File: src/rtl/srlt_pkg.sv
// Package for the session reverse lookup table: field widths, tuple layout,
// operation codes and the command/status structs between controller and datapath.
// No dependencies.
package srlt_pkg;

	localparam int SESSIONS = 1024;
	localparam int SID_W    = 10;
	localparam int IP_W     = 32;
	localparam int PORT_W   = 16;
	localparam int KIND_W   = 2;

	// Index width of the stores, and a compare width that holds both the
	// session field and the depth itself.
	localparam int IDX_W = (SESSIONS > 1) ? $clog2(SESSIONS) : 1;
	localparam int CMP_W = ((SID_W > IDX_W) ? SID_W : IDX_W) + 1;

	typedef enum logic [KIND_W-1:0] {
		KIND_INSERT  = 2'd0,
		KIND_RELEASE = 2'd1,
		KIND_LOOKUP  = 2'd2
	} kind_t;

	typedef enum logic {
		RES_LOOKUP  = 1'b0,
		RES_RELEASE = 1'b1
	} res_kind_t;

	typedef struct packed {
		logic [IP_W-1:0]   my_ip;
		logic [IP_W-1:0]   their_ip;
		logic [PORT_W-1:0] my_port;
		logic [PORT_W-1:0] their_port;
	} tuple_t;

	typedef struct packed {
		logic      sweep;
		logic      wr_tuple;
		logic      rd;
		logic      clr_valid;
		logic      load_out;
		res_kind_t res_kind;
	} cmd_t;

	typedef struct packed {
		logic sweep_last;
		logic hit;
		logic out_free;
	} stat_t;

endpackage

File: src/rtl/srlt_ctrl.sv
// Controller of the session reverse lookup table: clearing pass, request
// decode and result hand-off. Depends on srlt_pkg.
module srlt_ctrl (
	input  logic                        clk,
	input  logic                        arst_n,
	input  logic                        in_valid,
	input  logic [srlt_pkg::KIND_W-1:0] in_kind,
	output logic                        in_ready,
	input  srlt_pkg::stat_t             stat,
	output srlt_pkg::cmd_t              cmd
);
	import srlt_pkg::*;

	typedef enum logic [1:0] {
		ST_SWEEP,
		ST_IDLE,
		ST_RESP
	} state_t;

	state_t state_q, state_d;
	logic   rel_q, rel_d;
	logic   need_result;

	always_comb begin
		cmd         = '0;
		state_d     = state_q;
		rel_d       = rel_q;
		in_ready    = 1'b0;
		need_result = 1'b0;
		unique case (state_q)
			ST_SWEEP: begin
				cmd.sweep = 1'b1;
				if (stat.sweep_last) begin
					state_d = ST_IDLE;
				end
			end
			ST_IDLE: begin
				in_ready = 1'b1;
				if (in_valid) begin
					case (in_kind) inside
						KIND_INSERT: begin
							cmd.wr_tuple = 1'b1;
						end
						KIND_RELEASE, KIND_LOOKUP: begin
							cmd.rd  = 1'b1;
							rel_d   = (in_kind == KIND_RELEASE);
							state_d = ST_RESP;
						end
						default: begin
							// The unused code is dropped without effect.
						end
					endcase
				end
			end
			ST_RESP: begin
				// A release of an entry that is not valid gives no notice.
				need_result = !rel_q || stat.hit;
				if (!need_result) begin
					cmd.clr_valid = rel_q;
					state_d       = ST_IDLE;
				end else if (stat.out_free) begin
					cmd.load_out  = 1'b1;
					cmd.res_kind  = rel_q ? RES_RELEASE : RES_LOOKUP;
					cmd.clr_valid = rel_q;
					state_d       = ST_IDLE;
				end
			end
			default: begin
				state_d = ST_SWEEP;
			end
		endcase
	end

	always_ff @(posedge clk or negedge arst_n) begin
		if (!arst_n) begin
			state_q <= ST_SWEEP;
			rel_q   <= 1'b0;
		end else begin
			state_q <= state_d;
			rel_q   <= rel_d;
		end
	end

endmodule

File: config.mk
export PLATFORM = sky130hd
export DESIGN_NAME = srlt_ctrl
export DESIGN_NICKNAME = d
export VERILOG_FILES = /design/src/rtl/srlt_pkg.sv /design/src/rtl/srlt_ctrl.sv
export SDC_FILE = /design/constraint.sdc
export NUM_CORES = 1
export LEC_CHECK = 0
export ABC_AREA = 1
export BUFFER_PORTS_ARGS = -buffer_cell sky130_fd_sc_hd__buf_2
export CAP_MARGIN = 20
export CORE_AREA = 2 2 39 41
export CTS_CLUSTER_SIZE = 14
export DETAILED_ROUTE_END_ITERATION = 16
export DIE_AREA = 0 0 41 43
export HOLD_SLACK_MARGIN = 0.15
export MAX_ROUTING_LAYER = met4
export PLACE_DENSITY_LB_ADDON = 0.2
export SETUP_SLACK_MARGIN = 0.4
export SLEW_MARGIN = 5
export SYNTH_ARGS = -nofsm -noshare
export SYNTH_HDL_FRONTEND = slang
export SYNTH_SLANG_ARGS = --single-unit
File: constraint.sdc
create_clock -name clk -period 1.3 [get_ports clk]
set_input_delay 0.195 -clock clk [delete_from_list [all_inputs] [get_ports clk]]
set_output_delay 0.195 -clock clk [all_outputs]
set_load 0.1 [all_outputs]
==> results by group, run 1 <==
Synthesis
  – Ys Warns: 0
  – Synth Register Bits: 3
  – Post-synthesis sequential area ratio: between 20% and 30%
  – Post-Synthesis Cell Area: 256.5 um^2
  – Main combinational cell family by area after synthesis: simple AND/OR/NAND/NOR gates
  – XOR/XNOR Fraction of Synth Area: 0%
  – Syn Inst Count: 38
  – Syn Nets: between 40 and 50
  – Simple-gate share of the synthesized area: 31.71%
  – Synth unique cells: 14
  – Mean post-synth cell area: around 6.7 um^2
  – Multiplexer area fraction after synthesis: 0%
  – Compound-gate portion of the synthesized area: 10.24%
  – Synth Area in Adders: under 10%

Final layout
  – P&R area growth vs syn: 144.9%
  – Core Util, Final: around 45%
  – Share of cells above drive strength 1: between 60% and 70%
  – Storage cell area: 75.07 um^2
  – Antenna cells: 0
  – Area of the multi-input gates: 212.7 um^2
  – Nets: 74
  – Fill count: between 100 and 150

STA
  – Fin crit period: about 1500 ps
  – Fmax: approximately 680 MHz
  – Final Hold Viols: 0
  – Final Cycle Share: 113.7%
  – Worst-margin pin slew: ~230 ps
  – Max-slew headroom: 84.83%
  – Setup ws final: -177.5 ps
  – # setup viols final: 6
  – Final slew viol count: 0
  – RSZ-0062 raised after global routing: true
  – Layout Skew: roughly 2.5 ps
  – Hold slack: 284.9 ps

GRT
  – Vias in the first global route: approximately 280
  – First-pass GRT wire length: about 1100 um
  – GRT overflow: 0
  – Total Routing Usage GR: a little over 10%
  – Largest net degree at the start of global routing: 4
  – Initial antenna violation count: 0

Clock network
  – CTS HTree Levels: 1
  – CTS root buf: clkbuf_4
  – Clock latency on the worst-skew pair: ~230 ps
  – Worst-path clk slew: around 30 ps
  – CTS tree: yes
  – TritonCTS Buffers: 3
  – Clk sinks: 3
  – Max Root-Sink Buffers: 2

Critical path
  – Worst Reg2Reg Path Length in Cells: 6
  – Worst setup SP type: flip-flop
  – Reg2reg start: state_q[1]
  – Critical Path RT: about 1100 ps
  – Worst path arrival time: 1280 ps
  – R2r endpoint: rel_q
  – Internal reg-to-reg setup slack: about 80 ps
  – Maximum fanout along the worst path: 3
  – Crit Path Category: flip-flop to output port
  – Setup crit end kind: output port

Floorplan
  – Chip height: ~43 um
  – Row count: 14
  – Die Area: around 0.0018 mm^2
  – Starting density of the core: ~19%
  – Die Span X: roughly 40 um
  – Core region area: 0.001384 mm^2
  – Boundary Pins: 15

Min path
  – HP Class: input port to flip-flop
  – Hold Path Stages: 5
  – Worst hold endpoint: state_q[0]
  – HP Start: stat[2]

Detailed routing
  – Antenna-violating nets left: 0
  – Vias/cell: about 4.0
  – Total Wirelength: approximately 700 um
  – Wire per inst: a little under 9 um
  – Initial DRC count: 0
  – Via count: ~320
  – Drt pass-1 iters: 1
  – Residual DRC count: 0

Power
  – Power per Cell Area: approximately 2200 mW/mm^2
  – LEAKAGE: 0.3092 nW
  – Maximum VDD drop: around 1.2 mV

Job
  – Max-cap violations: 0

Placed design
  – DP Wirelength: ~540 um
  – IO buf count: 14
  – Gpl congestion: approximately 0.7

Outcome
  – Failing checks: negative setup slack
  – Status: finished, violations left
-- cell usage in the layout, fill, tap and decap left out --
cell / n
a211oi_4: 1
a31oi_1: 1
buf_12: 7
buf_2: 7
buf_4: 2
buf_6: 4
clkbuf_1: 1
clkbuf_4: 3
dfrtp_1: 3
dlygate4sd3_1: 1
ha_1: 2
inv_1: 10
inv_2: 3
nand2_1: 4
nand2_2: 3
nand3_1: 1
nand4_4: 1
nor2_2: 1
nor2_4: 3
nor3_4: 3
o21a_1: 1
o21ai_1: 1
-- through the flow --
step                      TNS (ps)  std cells  power [mW]  worst slack (ps)  area [um^2]
after floorplan              -3861         38      0.7574            -823.8        310.3
after global placement           0         70       1.070             27.56        520.5
after detailed placement         0         70       1.076            0.3852        520.5
after CTS                   -734.1         79       1.372            -192.1        625.6
after global routing         -1076         79       1.441            -259.5        628.1
final                       -659.4         79       1.367            -177.5        628.1
-- metal layers --
metal	vias up	track usage (%)	wire [um]
met5	-	-	0
met4	0	8.000	0
met3	0	4.712	44
met2	13	15.94	387
met1	139	9.150	255
li1	164	-	-
-- power breakdown --
group	internal (mW)	switching [mW]	total [mW]
Sequential	0.132	0.0291	0.161
Combinational	0.399	0.645	1.04
Clock	0.115	0.0477	0.163
Total	0.645	0.722	1.37
-- registers in the layout, summed over array words and instances (netlist names) --
name	cells
state_q	2
rel_q	1
-- kinds of logic (layout without fill, tap and decap cells) --
| group | Yosys count | in the layout |
|---|---|---|
| compound gates | 4 | 4 |
| fa+ha+maj | 2 | 2 |
| buf+inv | 13 | 38 |
| flops | 3 | 3 |
| simple gates | 16 | 16 |
-- worst max-delay path: stages, from the launching register on --
cell and delay (ps):
dfrtp_1 400, nor2_2 140, inv_2 90, a211oi_4 210
buf_12 210
-- what timing repair did --
item,CTS,global route
resized for setup,10,1
endpoints found under the hold margin,3,0
gates cloned,0,0
pin swaps,3,2
endpoints found under the setup margin,10,10
hold buffers,1,0
buffers inserted,4,0
-- worst max path at each step --
stage             end  slack [ps]       start
2_1_floorplan  cmd[3]        -820  state_q[0]
3_3_place_gp   cmd[2]          30  state_q[1]
3_5_place_dp   cmd[2]         0.4  state_q[1]
4_1_cts        cmd[2]        -190  state_q[0]
5_1_grt        cmd[2]        -260  state_q[0]
6_report       cmd[2]        -180  state_q[0]
-- synth_stat cells --
cell type  instances  area, um^2
nand2_1            7       26.28
o21a_1             1       7.510
nand3_1            1       5.000
nor2_4             1       11.26
ha_1               2       25.02
nor3_1             3       15.01
a211oi_1           1       7.510
inv_1             12       45.04
nor2_1             3       11.26
inv_2              1       3.750
nand4_2            1       12.51
o21ai_1            1       5.000
a31oi_1            1       6.260
dfrtp_1            3       75.07
-- final cells by class --
type                            count  share of cell area [%]
Clock buffer                        4                   4.183
Timing Repair Buffer               21                   39.04
Tap cell                           16                   3.187
Sequential cell                     3                   11.95
Inverter                           13                   7.769
Multi-Input combinational cell     22                   33.86
No activity file was read; power rests on OpenSTA's default activity.
==> run 2, diff against run 1 <==
- CTS_CLUSTER_SIZE: 14 -> 20
- GPL_ROUTABILITY_DRIVEN: default -> 1
- REMOVE_ABC_BUFFERS: default -> 1
==> run 2 against run 1 <==
The flow still finishes with violations (negative setup slack). Worst setup slack got worse by 31 ps. Clock power rose by 4%. Die area did not move. Maximum frequency fell by 2.1%.
==> results by group, run 2 (synthesis results as in run 1) <==
Detailed routing
  – Total Wirelength: around 850 um
  – Antenna-violating nets left: 0
  – Residual DRC count: 0
  – Initial DRC count: 3
  – Via count: about 370
  – Vias/cell: between 3 and 4
  – Drt pass-1 iters: 4
  – Wire per inst: 9.283 um

Power
  – Switching pwr: between 0.7 and 0.8 mW
  – Combinational share of power: between 70% and 80%
  – LEAKAGE: approximately 0.37 nW
  – Power, Total: 1.413 mW
  – Switching Share: about half
  – Register share of total power: between 10% and 20%
  – Clock power share: about an eighth
  – Internal power: 0.7026 mW
  – Power per Cell Area: 2013 mW/mm^2
  – Maximum VDD drop: approximately 0.70 mV

Outcome
  – Status: finished, violations left
  – Failing checks: negative setup slack

Final layout
  – Largest registers: state_q x2, rel_q x1
  – Max FFs per register: 2
  – Biggest register: state_q
  – Most frequent cells in the layout: buf_4 (15), inv_1 (10), buf_2 (7), buf_12 (7), nand2_1 (5)
  – P&R area growth vs syn: 173.7%
  – Share of cells above drive strength 1: between 60% and 70%
  – Antenna cells: 0
  – Fill count: approximately 130
  – Core Util, Final: 50.72%
  – Nets: 87
  – Most common library cell in the layout ignoring fill and taps: buf_4
  – Post-route non-filler standard cell count: 92

STA
  – Final Hold Viols: 0
  – Worst-margin pin slew: roughly 150 ps
  – RSZ-0062 raised after global routing: true
  – Layout Skew: about 3.5 ps
  – Final slew viol count: 0
  – Max-slew headroom: between 80 and 90%
  – Setup_tns: -1220 ps
  – Final Cycle Share: 116.1%
  – # setup viols final: 8
  – Fin crit period: roughly 1500 ps
  – Setup ws final: -208.9 ps
  – Fmax: between 600 and 700 MHz

Floorplan
  – Row count: 14
  – Boundary Pins: 15
  – Die Area: 0.001763 mm^2
  – Starting density of the core: 18.54%
  – Chip height: about 43 um
  – Core region area: ~0.0014 mm^2
  – Die Span X: a little over 40 um

Critical path
  – Buf/Inv on CP: 3
  – CP Cell Sequence: nor2_2, inv_2, a211oi_2, buf_4, buf_12
  – Crit Path Category: flip-flop to output port
  – Max incr delay on CP: 400 ps
  – Setup crit end kind: output port
  – CP top delay family: flip-flops
  – Critical Path RT: 1110 ps
  – Worst path arrival time: ~1300 ps
  – Slowest cell on crit path: dfrtp_1
  – Maximum fanout along the worst path: 3
  – Worst setup SP type: flip-flop

Job
  – Max-cap violations: 0

Clock network
  – CTS tree: yes
  – Clock latency on the worst-skew pair: 240 ps
  – TritonCTS Buffers: 3
  – CTS root buf: clkbuf_4
  – Worst-path clk slew: ~40 ps
  – Clk sinks: 3
  – Max Root-Sink Buffers: 2
  – CTS HTree Levels: 1

GRT
  – Initial antenna violation count: 0
  – Largest net degree at the start of global routing: 5
  – First-pass GRT wire length: ~1400 um
  – GRT overflow: 0
  – Vias in the first global route: around 370
  – Total Routing Usage GR: roughly an eighth

Placed design
  – Inst Count DP: 78
  – IO buf count: 14
  – Gpl congestion: approximately 0.64
  – DP Wirelength: 523.5 um

Min path
  – HP Class: input port to flip-flop
==> run 2: layer usage <==
layer,global-route usage [%],vias to the layer above,wire [um]
li1,-,192,-
met1,11.97,163,323
met2,20.94,10,495
met3,3.141,0,35
met4,10.00,0,0
met5,-,-,0
==> run 2: worst reg2reg max path, stage by stage, from the launching register on <==
cell and delay [ps]:
dfrtp_1 380, buf_6 130, nor2_4 90, buf_4 120, buf_6 90, buf_4 120, nand4_4 80, o21a_1 190
==> run 2: cell type report <==
type / instances / area (um^2) / area share, %
Multi-Input combinational cell: 22 / 188.9 / 26.92
Inverter: 13 / 48.80 / 6.952
Timing Repair Buffer: 34 / 342.8 / 48.84
Sequential cell: 3 / 75.07 / 10.70
Clock buffer: 4 / 26.28 / 3.743
Tap cell: 16 / 20.02 / 2.852
==> run 2: power groups by stage <==
stage                     logic [mW]  clock network, mW  registers [mW]
after CTS                      0.990              0.172           0.158
after floorplan                0.526                  0           0.160
after detailed placement       0.866                  0           0.161
after global routing            1.15              0.171           0.166
after global placement         0.867                  0           0.160
final                           1.08              0.169           0.162
==> run 2: final timing paths <==
path | cells after the start | slack (ps) | to | start
hold / removal | 3 | 250 | state_q[1] | in_valid
setup reg to reg | 7 | -10 | rel_q | state_q[1]
setup / recovery | 5 | -210 | cmd[2] | state_q[0]
min in group asynchronous | 2 | 290 | state_q[1] | arst_n
max in group asynchronous | 2 | 900 | state_q[0] | arst_n
hold reg to reg | 3 | 600 | state_q[1] | rel_q
==> run 2: per-stage QoR <==
step / setup slack, ps / hold slack [ps] / instance area (um^2)
2_1_floorplan: -2019 / -100.6 / 256.5
3_3_place_gp: -24.00 / -4.237 / 526.8
3_5_place_dp: -33.13 / -4.635 / 526.8
4_1_cts: -179.0 / 261.3 / 659.4
5_1_grt: -263.7 / 266.2 / 701.9
6_report: -208.9 / 249.6 / 701.9
==> run 2: what timing repair did <==
item	CTS	global route
endpoints found under the setup margin	10	10
hold buffers	1	0
endpoints found under the hold margin	3	0
pin swaps	7	2
gates resized for setup	15	4
setup buffers	6	3
==> run 3, diff against run 2 <==
- ABC_AREA: 1 -> default
==> run 3 against run 2 <==
The run still ends with negative setup slack left. Largest cell class unchanged. Via count down 20%. Clock skew about the same. Synthesized cell count down 29%. Critical path depth down 1. Worst hold slack better by 5.1 ps. Count of clock-buffer cells in the layout unchanged. Routed wire length down 22%. Non-clock buffer count down 10. Clock power about the same. Critical endpoint is now cmd[1]. Critical path type unchanged. First-iteration DRC count up 33%. Sequential power down 8%. Final cell count down 23%.
==> results by group, run 3 <==
Outcome
  – Status: finished, violations left
  – Failing checks: negative setup slack

Detailed routing
  – Vias/cell: between 4 and 5
  – Antenna-violating nets left: 0
  – Residual DRC count: 0
  – Total Wirelength: ~670 um
  – Drt pass-1 iters: 3
  – Via count: ~290
  – Wire per inst: ~9.4 um
  – Initial DRC count: 4

Job
  – Max-cap violations: 0

STA
  – Hold slack: 254.7 ps
  – Setup ws final: -142.4 ps
  – Layout Skew: 3.953 ps
  – Final Cycle Share: 111.0%
  – Setup_tns: -765.9 ps
  – RSZ-0062 raised after global routing: true
  – Final slew viol count: 0
  – # setup viols final: 9
  – Max-slew headroom: approximately 79%
  – Final Hold Viols: 0
  – Fin crit period: 1442 ps
  – Fmax: about 690 MHz
  – Worst-margin pin slew: just over 300 ps

Placed design
  – Place WS: -23.42 ps
  – DP Wirelength: around 480 um
  – Gpl congestion: about 0.71
  – IO buf count: 14
  – Placed cell areas: approximately 460 um^2

Clock network
  – Clk sinks: 3
  – Max Root-Sink Buffers: 2
  – TritonCTS Buffers: 3
  – Clock latency on the worst-skew pair: ~240 ps
  – CTS root buf: clkbuf_4
  – CTS HTree Levels: 1
  – CTS tree: yes
  – Worst-path clk slew: 30 ps

Synthesis
  – Top-count cell post-synth: nor2_1
  – Ys Warns: 0
  – Post-synthesis sequential area ratio: about a third
  – Syn Inst Count: 27
  – Main flop type after synthesis: dfrtp_1
  – Main combinational cell family by area after synthesis: simple AND/OR/NAND/NOR gates
  – XOR/XNOR Fraction of Synth Area: 0%
  – Yosys top cell area share: 33.52%
  – Cell type with the largest total area after synthesis: dfrtp_1
  – Top cells by count, synth: nor2_1 (4), and3_1 (3), dfrtp_1 (3), o21ai_0 (3)
  – Synth unique cells: 14
  – Simple-gate share of the synthesized area: about 37%
  – Compound-gate portion of the synthesized area: roughly a tenth
  – Multiplexer area fraction after synthesis: 5.028%
  – Area contributors post-synth: dfrtp_1 (34%), ha_1 (11%), and3_1 (8.4%)
  – Synth Area in Adders: ~11%
  – Post-synth EDFFs: 0
  – Post-Synthesis Cell Area: 224.0 um^2
  – Synth Register Bits: 3
  – Mean post-synth cell area: a little over 8 um^2
  – Asr flop ratio synth: between 90% and 100%

Power
  – Combinational share of power: roughly two thirds
  – LEAKAGE: 0.2816 nW
  – Power per Cell Area: roughly 1700 mW/mm^2
  – Maximum VDD drop: 1.482 mV
  – Switching pwr: 0.4688 mW
  – Switching Share: 46.75%
  – Clock power share: between 15 and 20%
  – Register share of total power: approximately 15%
  – Internal power: around 0.53 mW

GRT
  – First-pass GRT wire length: between 1000 and 1500 um
  – Vias in the first global route: roughly 340
  – Total Routing Usage GR: 12.26%
  – GRT overflow: 0
  – Largest net degree at the start of global routing: 5
  – Initial antenna violation count: 0

Final layout
  – Max FFs per register: 2
  – Largest registers: state_q x2, rel_q x1
  – Share of cells above drive strength 1: about two thirds
  – Most frequent cells in the layout: buf_2 (7), buf_12 (7), buf_4 (7)
  – Final instance area: approximately 570 um^2
  – Nets: between 60 and 70
  – Biggest register: state_q
  – P&R area growth vs syn: 155.9%
  – Fill count: 143
  – Antenna cells: 0
  – Core Util, Final: about 41%

Critical path
  – Maximum fanout along the worst path: 3
  – Critical Path RT: between 1000 and 1500 ps
  – Worst path arrival time: approximately 1300 ps
  – Worst setup SP type: flip-flop
  – Setup crit end kind: output port
  – Crit Path Category: flip-flop to output port
  – Worst Reg2Reg Path Length in Cells: 6

Floorplan
  – Row count: 14
  – Chip height: 43 um
  – Die Span X: between 40 and 50 um
  – Die Area: between 0.0015 and 0.002 mm^2
  – Starting density of the core: about 16%
  – Core region area: 0.001384 mm^2
  – Boundary Pins: 15

Min path
  – Hold Path Stages: 3
  – HP Class: input port to flip-flop
-- run 3: area by class of cell --
type | count | area [um^2] | share of cell area (%)
well taps | 16 | 20.02 | 3.493
flip-flops and latches | 3 | 75.07 | 13.10
multi-input cells | 22 | 183.9 | 32.10
inverters | 2 | 7.507 | 1.310
clock buffers | 4 | 26.28 | 4.585
repair buffers | 24 | 260.3 | 45.41
-- run 3: logic make-up after synthesis --
kind of cell	Yosys count
compound gates	4
fa+ha+maj	2
buf+inv	2
flops	3
mux	1
simple gates	15
-- run 3: metrics by stage --
stage	power (mW)	instances
2_1_floorplan	0.4780	27
3_3_place_gp	0.7311	63
3_5_place_dp	0.7282	63
4_1_cts	1.012	71
5_1_grt	1.062	71
6_report	1.003	71
-- run 3: per-layer routing --
layer	GRT usage, %	vias to the layer above	wire length, um
met4	10.00	0	19
met1	11.94	129	252
li1	-	145	-
met2	18.13	15	344
met5	-	-	0
met3	4.712	2	53
-- run 3: final timing paths --
check,from,endpoint,slack [ps]
hold / removal,stat[2],state_q[0],250
setup / recovery,state_q[0],cmd[1],-140
max in group asynchronous,arst_n,state_q[0],910
setup reg to reg,state_q[0],rel_q,-90
min in group asynchronous,arst_n,state_q[1],280
hold reg to reg,rel_q,rel_q,570
-- run 3: power groups by stage --
stage	sequential, mW	clock [mW]	combinational (mW)
floorplan	0.145	0	0.333
global placement	0.152	0	0.579
detailed placement	0.151	0	0.577
CTS	0.149	0.173	0.690
global route	0.157	0.182	0.723
finish	0.149	0.166	0.688
-- run 3: what timing repair did --
item	4_1_cts	5_1_grt
gates resized for setup	15	1
endpoints found under the setup margin	10	10
setup buffers	3	0
pin swaps	6	2
endpoints found under the hold margin	3	0
hold buffers	1	0
-- run 3: worst max-delay path, cell delays in order, from the launching register on --
cell	delay, ps
dfrtp_1	380
and2b_2	250
nand2_2	90
nor2_4	110
buf_12	180
